`config.mk`:
```
export PLATFORM = sky130hd
export DESIGN_NAME = linear_probe_hash_insert
export DESIGN_NICKNAME = d
export VERILOG_FILES = /design/src/sv/lphi_pkg.sv /design/src/sv/lphi_rem.sv /design/src/sv/lphi_dp.sv /design/src/sv/lphi_ctrl.sv /design/src/sv/linear_probe_hash_insert.sv
export SDC_FILE = /design/constraint.sdc
export NUM_CORES = 1
export LEC_CHECK = 0
export ABC_AREA = 1
export BUFFER_PORTS_ARGS = -buffer_cell sky130_fd_sc_hd__buf_2
export CORE_MARGIN = 1
export CORE_UTILIZATION = 43
export CTS_CLUSTER_SIZE = 20
export DETAILED_ROUTE_END_ITERATION = 10
export PLACE_DENSITY = 0.65
export SLEW_MARGIN = 0
export SYNTH_ARGS = -nofsm -noshare
export SYNTH_HDL_FRONTEND = slang
export SYNTH_HIERARCHICAL = 1
export SYNTH_SLANG_ARGS = --single-unit
```
`constraint.sdc`:
```
create_clock -name aclk -period 6.2 [get_ports aclk]
set_clock_uncertainty 0.15 [all_clocks]
set_input_delay 0.62 -clock aclk [delete_from_list [all_inputs] [get_ports aclk]]
set_output_delay 0.62 -clock aclk [all_outputs]
set_load 0.03 [all_outputs]
```
`src/sv/lphi_pkg.sv`:
```
// Shared types, constants and control bundles for the linear-probe hash insert block.
package lphi_pkg;

    localparam int KEY_W          = 31;
    localparam int SLOT_W         = 3;
    localparam int TABLE_SIZE_DEF = 7;

    // The key remainder passes through a short pipeline, tracked by a step counter loaded with REM_STEPS.
    localparam int REM_STEPS  = 3;
    localparam int REM_STEP_W = $clog2(REM_STEPS + 1);

    localparam logic OP_INSERT = 1'b0;
    localparam logic OP_READ   = 1'b1;

    typedef struct packed {
        logic              operation;
        logic [KEY_W-1:0]  key;
        logic [SLOT_W-1:0] slot_select;
    } in_item_t;

    typedef struct packed {
        logic [SLOT_W-1:0] slot;
        logic              table_full;
        logic [KEY_W-1:0]  slot_value;
    } out_item_t;

    typedef struct packed {
        logic capture;
        logic idx_load;
        logic cnt_clear;
        logic rd_probe;
        logic rd_sel;
        logic advance;
        logic wr_key;
        logic clr_wr;
        logic res_ok;
        logic res_full;
        logic res_read;
        logic load_out;
    } dp_cmd_t;

    typedef struct packed {
        logic rem_done;
        logic slot_empty;
        logic last_probe;
        logic idx_last;
        logic out_free;
    } dp_sts_t;

endpackage

```
`src/sv/lphi_rem.sv`:
```
// Multi-cycle unit that reduces a key modulo the table size.
module lphi_rem #(
    parameter int TABLE_SIZE = lphi_pkg::TABLE_SIZE_DEF
) (
    input  logic                             aclk,
    input  logic                             aresetn,
    input  logic                             start,
    input  logic [lphi_pkg::KEY_W-1:0]       key,
    output logic                             done,
    output logic [$clog2(TABLE_SIZE)-1:0]    rem
);
    import lphi_pkg::*;

    localparam int IDX_W  = $clog2(TABLE_SIZE);
    localparam int REM_W  = IDX_W + 1;
    localparam int PROD_W = 2 * KEY_W;
    // Scaled reciprocal of the table size; the quotient it gives is exact or one low.
    localparam logic [KEY_W-1:0] RECIP     = KEY_W'((64'd1 << KEY_W) / 64'(TABLE_SIZE));
    localparam logic [KEY_W-1:0] DIVISOR_K = KEY_W'(TABLE_SIZE);
    localparam logic [REM_W-1:0] DIVISOR   = REM_W'(TABLE_SIZE);

    logic [KEY_W-1:0]      key_reg, key_next;
    logic [PROD_W-1:0]     prod_reg, prod_next;
    logic [REM_W-1:0]      rest_reg, rest_next;
    logic [IDX_W-1:0]      rem_reg, rem_next;
    logic [REM_STEP_W-1:0] step_reg, step_next;
    logic [KEY_W-1:0]      quot_est;

    always_comb begin
        key_next  = key_reg;
        step_next = step_reg;
        if (start) begin
            key_next  = key;
            step_next = REM_STEP_W'(REM_STEPS);
        end else if (step_reg != '0) begin
            step_next = step_reg - 1'b1;
        end
    end

    assign prod_next = PROD_W'(key_reg) * PROD_W'(RECIP);

    // With a quotient at most one low, the first remainder lies below twice the table size.
    assign quot_est  = prod_reg[PROD_W-1:KEY_W];
    assign rest_next = REM_W'(key_reg - quot_est * DIVISOR_K);

    always_comb begin
        if (rest_reg >= DIVISOR) begin
            rem_next = IDX_W'(rest_reg - DIVISOR);
        end else begin
            rem_next = rest_reg[IDX_W-1:0];
        end
    end

    always_ff @(posedge aclk) begin
        if (!aresetn) begin
            step_reg <= '0;
        end else begin
            step_reg <= step_next;
        end
        key_reg  <= key_next;
        prod_reg <= prod_next;
        rest_reg <= rest_next;
        rem_reg  <= rem_next;
    end

    assign done = (step_reg == '0);
    assign rem  = rem_reg;

endmodule

```
`src/sv/lphi_dp.sv`:
```
// Datapath: slot memory, probe index and counter, result and output registers.
module lphi_dp #(
    parameter int TABLE_SIZE = lphi_pkg::TABLE_SIZE_DEF
) (
    input  logic                aclk,
    input  logic                aresetn,
    input  lphi_pkg::in_item_t  s_payload,
    input  lphi_pkg::dp_cmd_t   cmd,
    output lphi_pkg::dp_sts_t   sts,
    output logic                m_valid,
    input  logic                m_ready,
    output lphi_pkg::out_item_t m_payload
);
    import lphi_pkg::*;

    localparam int IDX_W = $clog2(TABLE_SIZE);
    localparam logic [IDX_W-1:0] LAST_IDX = IDX_W'(TABLE_SIZE - 1);

    logic [KEY_W-1:0]  key_reg;
    logic [SLOT_W-1:0] sel_reg;
    logic              sel_ok_reg;
    logic [IDX_W-1:0]  idx_reg, idx_next;
    logic [IDX_W-1:0]  cnt_reg, cnt_next;
    logic [KEY_W-1:0]  rdata_reg;
    logic [KEY_W-1:0]  mem [TABLE_SIZE];
    out_item_t         res_reg, res_next;
    out_item_t         out_reg;
    logic              m_valid_reg, m_valid_next;
    logic              rem_done;
    logic [IDX_W-1:0]  rem_value;
    logic [IDX_W-1:0]  sel_addr;

    lphi_rem #(
        .TABLE_SIZE(TABLE_SIZE)
    ) u_rem (
        .aclk    (aclk),
        .aresetn (aresetn),
        .start   (cmd.capture),
        .key     (s_payload.key),
        .done    (rem_done),
        .rem     (rem_value)
    );

    assign sel_addr = IDX_W'(sel_reg);

    always_ff @(posedge aclk) begin
        if (cmd.capture) begin
            key_reg    <= s_payload.key;
            sel_reg    <= s_payload.slot_select;
            sel_ok_reg <= (32'(s_payload.slot_select) < 32'(TABLE_SIZE));
        end
    end

    always_comb begin
        idx_next = idx_reg;
        if (cmd.idx_load) begin
            idx_next = rem_value;
        end else if (cmd.advance || cmd.clr_wr) begin
            idx_next = (idx_reg == LAST_IDX) ? '0 : idx_reg + 1'b1;
        end
    end

    always_comb begin
        cnt_next = cnt_reg;
        if (cmd.cnt_clear) begin
            cnt_next = '0;
        end else if (cmd.advance) begin
            cnt_next = cnt_reg + 1'b1;
        end
    end

    // The index register also walks the memory during the clearing pass, so it is reset.
    always_ff @(posedge aclk) begin
        if (!aresetn) begin
            idx_reg <= '0;
        end else begin
            idx_reg <= idx_next;
        end
        cnt_reg <= cnt_next;
    end

    always_ff @(posedge aclk) begin
        if (cmd.clr_wr) begin
            mem[idx_reg] <= '0;
        end else if (cmd.wr_key) begin
            mem[idx_reg] <= key_reg;
        end
        if (cmd.rd_probe) begin
            rdata_reg <= mem[idx_reg];
        end else if (cmd.rd_sel && sel_ok_reg) begin
            rdata_reg <= mem[sel_addr];
        end
    end

    always_comb begin
        res_next = res_reg;
        if (cmd.res_ok) begin
            res_next.slot       = SLOT_W'(idx_reg);
            res_next.table_full = 1'b0;
            res_next.slot_value = '0;
        end else if (cmd.res_full) begin
            res_next.slot       = '0;
            res_next.table_full = 1'b1;
            res_next.slot_value = '0;
        end else if (cmd.res_read) begin
            res_next.slot       = sel_reg;
            res_next.table_full = 1'b0;
            res_next.slot_value = sel_ok_reg ? rdata_reg : '0;
        end
    end

    assign m_valid_next = cmd.load_out | (m_valid_reg & ~m_ready);

    always_ff @(posedge aclk) begin
        if (!aresetn) begin
            m_valid_reg <= 1'b0;
        end else begin
            m_valid_reg <= m_valid_next;
        end
        res_reg <= res_next;
        if (cmd.load_out) begin
            out_reg <= res_reg;
        end
    end

    assign sts.rem_done   = rem_done;
    assign sts.slot_empty = (rdata_reg == '0);
    assign sts.last_probe = (cnt_reg == LAST_IDX);
    assign sts.idx_last   = (idx_reg == LAST_IDX);
    assign sts.out_free   = ~m_valid_reg | m_ready;

    assign m_valid   = m_valid_reg;
    assign m_payload = out_reg;

endmodule

```
`src/sv/lphi_ctrl.sv`:
```
// Controller state machine sequencing clearing, remainder, probing, slot reads and result hand-off.
module lphi_ctrl (
    input  logic              aclk,
    input  logic              aresetn,
    input  logic              s_valid,
    input  logic              s_op,
    output logic              s_ready,
    input  lphi_pkg::dp_sts_t sts,
    output lphi_pkg::dp_cmd_t cmd
);
    import lphi_pkg::*;

    localparam logic [2:0] ST_CLEAR     = 3'd0;
    localparam logic [2:0] ST_IDLE      = 3'd1;
    localparam logic [2:0] ST_MOD       = 3'd2;
    localparam logic [2:0] ST_PROBE_RD  = 3'd3;
    localparam logic [2:0] ST_PROBE_CHK = 3'd4;
    localparam logic [2:0] ST_SEL_RD    = 3'd5;
    localparam logic [2:0] ST_SEL_CHK   = 3'd6;
    localparam logic [2:0] ST_DONE      = 3'd7;

    logic [2:0] state_reg, state_next;

    always_comb begin
        state_next = state_reg;
        cmd        = '0;
        s_ready    = 1'b0;
        case (state_reg)
            ST_CLEAR: begin
                cmd.clr_wr = 1'b1;
                if (sts.idx_last) begin
                    state_next = ST_IDLE;
                end
            end
            ST_IDLE: begin
                s_ready = 1'b1;
                if (s_valid) begin
                    cmd.capture = 1'b1;
                    state_next  = (s_op == OP_READ) ? ST_SEL_RD : ST_MOD;
                end
            end
            ST_MOD: begin
                if (sts.rem_done) begin
                    cmd.idx_load  = 1'b1;
                    cmd.cnt_clear = 1'b1;
                    state_next    = ST_PROBE_RD;
                end
            end
            ST_PROBE_RD: begin
                cmd.rd_probe = 1'b1;
                state_next   = ST_PROBE_CHK;
            end
            ST_PROBE_CHK: begin
                if (sts.slot_empty) begin
                    cmd.wr_key = 1'b1;
                    cmd.res_ok = 1'b1;
                    state_next = ST_DONE;
                end else if (sts.last_probe) begin
                    // Probe has come round to its start: every slot is taken.
                    cmd.res_full = 1'b1;
                    state_next   = ST_DONE;
                end else begin
                    cmd.advance = 1'b1;
                    state_next  = ST_PROBE_RD;
                end
            end
            ST_SEL_RD: begin
                cmd.rd_sel = 1'b1;
                state_next = ST_SEL_CHK;
            end
            ST_SEL_CHK: begin
                cmd.res_read = 1'b1;
                state_next   = ST_DONE;
            end
            ST_DONE: begin
                if (sts.out_free) begin
                    cmd.load_out = 1'b1;
                    state_next   = ST_IDLE;
                end
            end
            default: begin
                state_next = ST_IDLE;
            end
        endcase
    end

    always_ff @(posedge aclk) begin
        if (!aresetn) begin
            state_reg <= ST_CLEAR;
        end else begin
            state_reg <= state_next;
        end
    end

endmodule

```
`src/sv/linear_probe_hash_insert.sv`:
```
// Reset clears the slot memory in a pass over every slot, with s_ready low throughout.
// An insert takes the key remainder, then probes 1 to TABLE_SIZE slots, each a memory read
// then a check, until one is empty or all are taken. A read reads then checks its slot.
// One item is worked on at a time; the next is accepted the cycle after the previous result
// enters the output register, which may still be waiting on m_ready.
// Top level of the linear-probe hash insert block.
module linear_probe_hash_insert #(
    parameter int TABLE_SIZE = lphi_pkg::TABLE_SIZE_DEF
) (
    input  logic                aclk,
    input  logic                aresetn,
    input  logic                s_valid,
    output logic                s_ready,
    input  lphi_pkg::in_item_t  s_payload,
    output logic                m_valid,
    input  logic                m_ready,
    output lphi_pkg::out_item_t m_payload
);
    import lphi_pkg::*;

    dp_cmd_t cmd;
    dp_sts_t sts;

    lphi_ctrl u_ctrl (
        .aclk    (aclk),
        .aresetn (aresetn),
        .s_valid (s_valid),
        .s_op    (s_payload.operation),
        .s_ready (s_ready),
        .sts     (sts),
        .cmd     (cmd)
    );

    lphi_dp #(
        .TABLE_SIZE(TABLE_SIZE)
    ) u_dp (
        .aclk      (aclk),
        .aresetn   (aresetn),
        .s_payload (s_payload),
        .cmd       (cmd),
        .sts       (sts),
        .m_valid   (m_valid),
        .m_ready   (m_ready),
        .m_payload (m_payload)
    );

endmodule

```
Yosys cells after proc, flatten, opt, wreduce, memory -nomap -nowiden. Memory sizes are Yosys's and may differ from the RTL's. A register that Yosys moved wholly into a read port is not among the register bits. Cells that the tools add are included.

Bits in registers: 214. Bits in writable memories: 217. Input port bits: 39. Output and inout bits: 37. Logic and storage cells: 107. Memories: 1.

Add/sub/neg operators: 5. $mul: 2. Magnitude comparators: 2. Eq/ne operators: 13. Multiplexer cells: 47. Bitwise operators: 6. Reduce and logical (&&, ||, !) cells: 13.

Memory list: u_dp.mem (depth 7, bits a word 31, read ports 2, clocked after memory_dff 2, write ports 1, line lphi_dp.sv:25) `logic [KEY_W-1:0] mem [TABLE_SIZE];`.

Operators with widths (count): $mux 31 (4); $mux 35 (3); $mul 31x28->59 const B (1); $mux 3 (14); $logic_not 31->1 (1); $mul 29x3->4 const B (1); $pmux 3 s8 (1); $mux 1 (19); $eq 3x3->1 const B (6); $mux 2 (6); $reduce_bool 2->1 (5); $add 3x1->3 const B (2); $eq 3x2->1 const B (2); $ne 2x2->1 const B (3); $ge 4x3->1 const B (1); $reduce_and 4->1 (1); $sub 4x4->4 (1); $eq 3x1->1 const B (1); $logic_not 3->1 (1); $lt 3x3->1 const B (1); $or 1x1->1 (3); $reduce_bool 3->1 (1); $sub 3x3->3 const B (1); $logic_not 2->1 (1); 7 further kinds (8).

Longest topological paths before layout.
Depth in word-level cells: 9. Depth in mapped cells: 26.

Hierarchy. The synthesis kept the hierarchy.

Modules (own cells, without submodules): lphi_dp (times used 1, cells an instance 1817, area each 16572.1 um^2, seq. area each 10540.1 um^2); lphi_rem (times used 1, cells an instance 892, area each 7905.1 um^2, seq. area each 1191.1 um^2); lphi_ctrl (times used 1, cells an instance 67, area each 374.1 um^2, seq. area each 60.1 um^2).

Least setup slack after synthesis. Ideal clock, no wire load.

Path kind: register to register. Start: reg u_dp.u_rem.key_reg[1]. End: reg u_dp.u_rem.prod_reg[33]. Setup time: 112 ps. Data arrival time: 4583 ps. Required time: 5938 ps. Slack: 1355 ps. Cell stages (with the launch flop): 19. Path buffers: 0. Period minus slack after synthesis: 4845 ps. Cells stage by stage: edfxtp_1 ha_1 xor2_1 ha_1 or2_2 fa_1 fa_1 fa_1 inv_1 fa_1 inv_1 ha_1 nand2_1 nor3_2 nand2_1 nor4_2 nand2_1 nand3_1 nand2_1.

Cells in the longest elaborated chain, start to end: 1.

RTL lines: start, declared (line lphi_rem.sv:22) `logic [KEY_W-1:0] key_reg, key_next;`; start signal, assigned (line lphi_rem.sv:60) `key_reg <= key_next;`; $mul 31x28->59 (line lphi_rem.sv:40) `assign prod_next = PROD_W'(key_reg) * PROD_W'(RECIP);`; net u_dp.u_rem.prod_next[33] (line lphi_rem.sv:23) `logic [PROD_W-1:0] prod_reg, prod_next;`; end signal, assigned (line lphi_rem.sv:61) `prod_reg <= prod_next;`; end, declared (line lphi_rem.sv:23).

The timed path passes the listed nets, and every way through them passes these cells. A chain may end at the register's enable or synchronous reset.

Worst setup path in the final report.
Start: reg u_dp.u_rem.key_reg[7]. End: reg u_dp.u_rem.prod_reg[34].

The elaborated chain is that of the path after synthesis.

==> impl_metrics.env <==
export IMPL_drt_initial_drc_count=1721
export IMPL_hold_start="s_payload[32]"
export IMPL_path_cells="ha_1 > xor2_1 > ha_1 > inv_1 > fa_1 > fa_1 > inv_1 > fa_1 > inv_1 > fa_1 > inv_1 > ha_1 > nand2_1 > inv_1 > nand2_1 > nand2_1 > a21oi_1 > nand2_1 > a21oi_1 > inv_1 > nand2_1 > nand2_1"
export IMPL_syn_mean_instance_area_um2=8.95
export IMPL_maxCapViolCount=0
export IMPL_critPathMaxFanout=6
export IMPL_placedCellCount=3526
export IMPL_fillers=5226
export IMPL_ir_worst_vdd_mv=0.209
export IMPL_cts_hold_buf=0
export IMPL_p_sw_w=0.00197
export IMPL_hp_class="in -> reg"
export IMPL_r2r_start="u_dp/u_rem/key_reg[7]"
export IMPL_core_area_um2=56700
export IMPL_numClockSinks=413
export IMPL_switching_share_pct=27.9
export IMPL_numCtsBuffers=45
export IMPL_clockBufferDepth=3
export IMPL_track_usage_pct=22.3
export IMPL_cp_end_kind="flop"
export IMPL_whs_endpoint="u_dp/u_rem/key_reg[29]"
export IMPL_ant_nets=0
export IMPL_critical_path_class="reg -> reg"
export IMPL_clk_latency_ps=590
export IMPL_pin_count=76
export IMPL_initial_core_util_pct=43.8
export IMPL_synth_warning_count=6
export IMPL_nets=3125
export IMPL_syn_num_nets=3084
export IMPL_grt_remaining_overflow=0
export IMPL_grt_max_degree=80
export IMPL_final_cell_mix="nand2_1 (799), inv_1 (565), edfxtp_1 (352), nand3_1 (217), a21oi_1 (191)"
export IMPL_cp_required_ps=6520
export IMPL_grt_pass1_vias=18589
export IMPL_clockPowerShare_pct=38.0
export IMPL_fin_crit_sh_pct=86.1
export IMPL_cp_slowest_cell="fa_1"
export IMPL_row_count=87
export IMPL_power_frac_comb_pct=16.3
export IMPL_status="finished clean"
export IMPL_seq_area_frac_synth_pct=47.4
export IMPL_r2r_setup_slack_ps=860
export IMPL_max_freq_ghz=0.187
export IMPL_min_path_cells=1
export IMPL_layout_commonest_cell="nand2_1"
export IMPL_cts_resized=0
export IMPL_dp_hpwl_um=43700
export IMPL_ys_types=45
export IMPL_largest_reg_flops=217
export IMPL_die_area_um2=58800
export IMPL_synth_ff_type="edfxtp_1"
export IMPL_start_kind="flop"
export IMPL_setup_tns_final_ps=0
export IMPL_syn_to_final_growth_pct=10.4
export IMPL_drive_gt1_share_pct=7.29
export IMPL_route_detailed_drc=0
export IMPL_wire_per_inst_um=18.0
export IMPL_yosys_register_bits=413
export IMPL_first_pass_iters=6
export IMPL_worstPathArrival_ps=5660
export IMPL_antenna_found_initial=1
export IMPL_async_reset_ff_share_pct=0
export IMPL_place_congestion=0.984
export IMPL_pwr_density_cell_nw_per_um2=257
export IMPL_stdcell_count=3608
export IMPL_slowest_delay_ps=560
export IMPL_slew_limit_headroom_pct=24.1
export IMPL_die_h_um=242
export IMPL_path_clk_slew_ps=60
export IMPL_synth_edf_count=352
export IMPL_grt_first_pass_wirelength_um=103000
export IMPL_reg2reg_depth=22
export IMPL_antennaDiodeCount=0
export IMPL_cts_tree="built"
export IMPL_seqPwrFrac_pct=45.6
export IMPL_cts_setup_buffers=0
export IMPL_worstReg2RegEnd="u_dp/u_rem/prod_reg[34]"
export IMPL_worst_slew_pin_slew_ps=1140
export IMPL_dr_total_vias=18557
export IMPL_via_per_inst=5.14
export IMPL_syn_area_um2=24900
export IMPL_period_needed_ps=5340
export IMPL_power_leakage_nw=13.0
export IMPL_port_buffers=75
export IMPL_die_w_um=242
export IMPL_rsz0062_at_grt="false"
export IMPL_synthCells=2776
export IMPL_wirelength_um=65000
export IMPL_power_internal_w=0.00509
export IMPL_htree_levels=2
export IMPL_finalSetupViolations=0
export IMPL_clockRootBuffer="clkbuf_16"
export IMPL_finalMaxSlewViolations=0
export IMPL_final_hold_viol_count=0
==> synth_stat cells (2+ instances only) <==
cell type  number  area [um2]
a21o_1          6        45.0
a21oi_1       191         956
a31oi_1         2        12.5
buf_1          10        37.5
buf_2          43         215
buf_4           7        52.6
buf_6           2        22.5
clkbuf_1       40         150
clkinv_1        2        7.51
dfxtp_1        61        1220
edfxtp_1      352       10600
fa_1          115        2300
ha_1          154        1930
inv_1         565        2120
inv_2           8        30.0
nand2_1       800        3000
nand2_2         4        25.0
nand3_1       217        1090
nand3b_1        3        22.5
nand4_1        10        62.6
nor2_1         96         360
nor2_2          5        31.3
nor3_1         11        55.1
nor3_2          2        20.0
nor4_1          2        12.5
nor4_2          2        25.0
o21a_1          3        22.5
o21ai_0        22         110
o21ai_1         2        10.0
o32ai_1         3        26.3
xnor2_1        11        96.3
xor2_1         12         105
==> metrics by stage <==
| stage | util, % | cell area (um2) | worst slack, ps | total power (W) | hold WS [ps] |
|---|---|---|---|---|---|
| finish | 48.4 | 27400 | 859 | 0.00706 | 76.4 |
| global route | 48.4 | 27400 | 598 | 0.00740 | 59.2 |
| CTS | 48.4 | 27400 | 933 | 0.00712 | 52.5 |
| detailed placement | 45.7 | 25900 | 947 | 0.00443 | 255 |
| global placement | 45.7 | 25900 | 1000 | 0.00441 | 262 |
| floorplan | - | 24900 | 1360 | 0.00410 | 250 |
==> worst max-delay path: cells and delay by family (launching register included) <==
kind	cells	cell delay, ps
flip-flops	1	520
adder cells (fa/ha/maj)	7	3140
AO/OA/AOI/OAI	2	320
buffers and inverters	6	370
XOR/XNOR	1	290
AND/OR/NAND/NOR	6	440
==> worst max-delay path by stage <==
stage | startpoint | depth (start not counted) | slack, ps | end
floorplan | u_dp/u_rem/key_reg[1] | 18 | 1360 | u_dp/u_rem/prod_reg[33]
finish | u_dp/u_rem/key_reg[7] | 22 | 860 | u_dp/u_rem/prod_reg[34]
global route | u_dp/u_rem/key_reg[7] | 22 | 600 | u_dp/u_rem/prod_reg[34]
global placement | u_dp/u_rem/key_reg[1] | 21 | 1000 | u_dp/u_rem/prod_reg[34]
CTS | u_dp/u_rem/key_reg[1] | 18 | 930 | u_dp/u_rem/prod_reg[33]
detailed placement | u_dp/u_rem/key_reg[1] | 18 | 950 | u_dp/u_rem/prod_reg[33]
==> cell type report <==
class | instances | area, um2 | share of cell area [%]
clock buffers | 61 | 1350 | 4.93
clock inverters | 21 | 161 | 0.589
inverters | 575 | 2160 | 7.87
multi-input cells | 1686 | 10500 | 38.2
flip-flops and latches | 413 | 11800 | 43.0
well taps | 756 | 946 | 3.45
repair buffers | 96 | 533 | 1.94
==> power by group through the flow <==
stage	Combinational [W]	Sequential, W	Clock [W]
finish	0.00115	0.00322	0.00268
global route	0.00132	0.00324	0.00284
CTS	0.00116	0.00322	0.00274
detailed placement	0.00115	0.00328	0
global placement	0.00113	0.00328	0
floorplan	0.000857	0.00324	0
==> metal layers <==
| metal | wire, um | vias to the layer above | global-route usage (%) | part of all wire, % |
|---|---|---|---|---|
| met4 | 2520 | 0 | 9.94 | 3.9 |
| met3 | 4640 | 173 | 2.90 | 7.1 |
| met5 | 0 | - | 0 | 0 |
| met1 | 27400 | 8784 | 30.0 | 42 |
| met2 | 30500 | 778 | 36.1 | 47 |
| li1 | - | 8822 | - | - |
==> cells by family (layout without fill, tap and decap cells) <==
family,Yosys count,in the layout,share of synthesized area [%]
AOI/OAI and AO/OA,235,235,4.95
xor gates and xnor gates,23,23,0.811
adders and majority gates,269,269,17.0
buffers and inverters,677,753,10.6
DFF,413,413,47.4
muxes,1,1,0.0453
and+or+nand+nor,1158,1158,19.1
No activity file was read; power rests on OpenSTA's default activity.
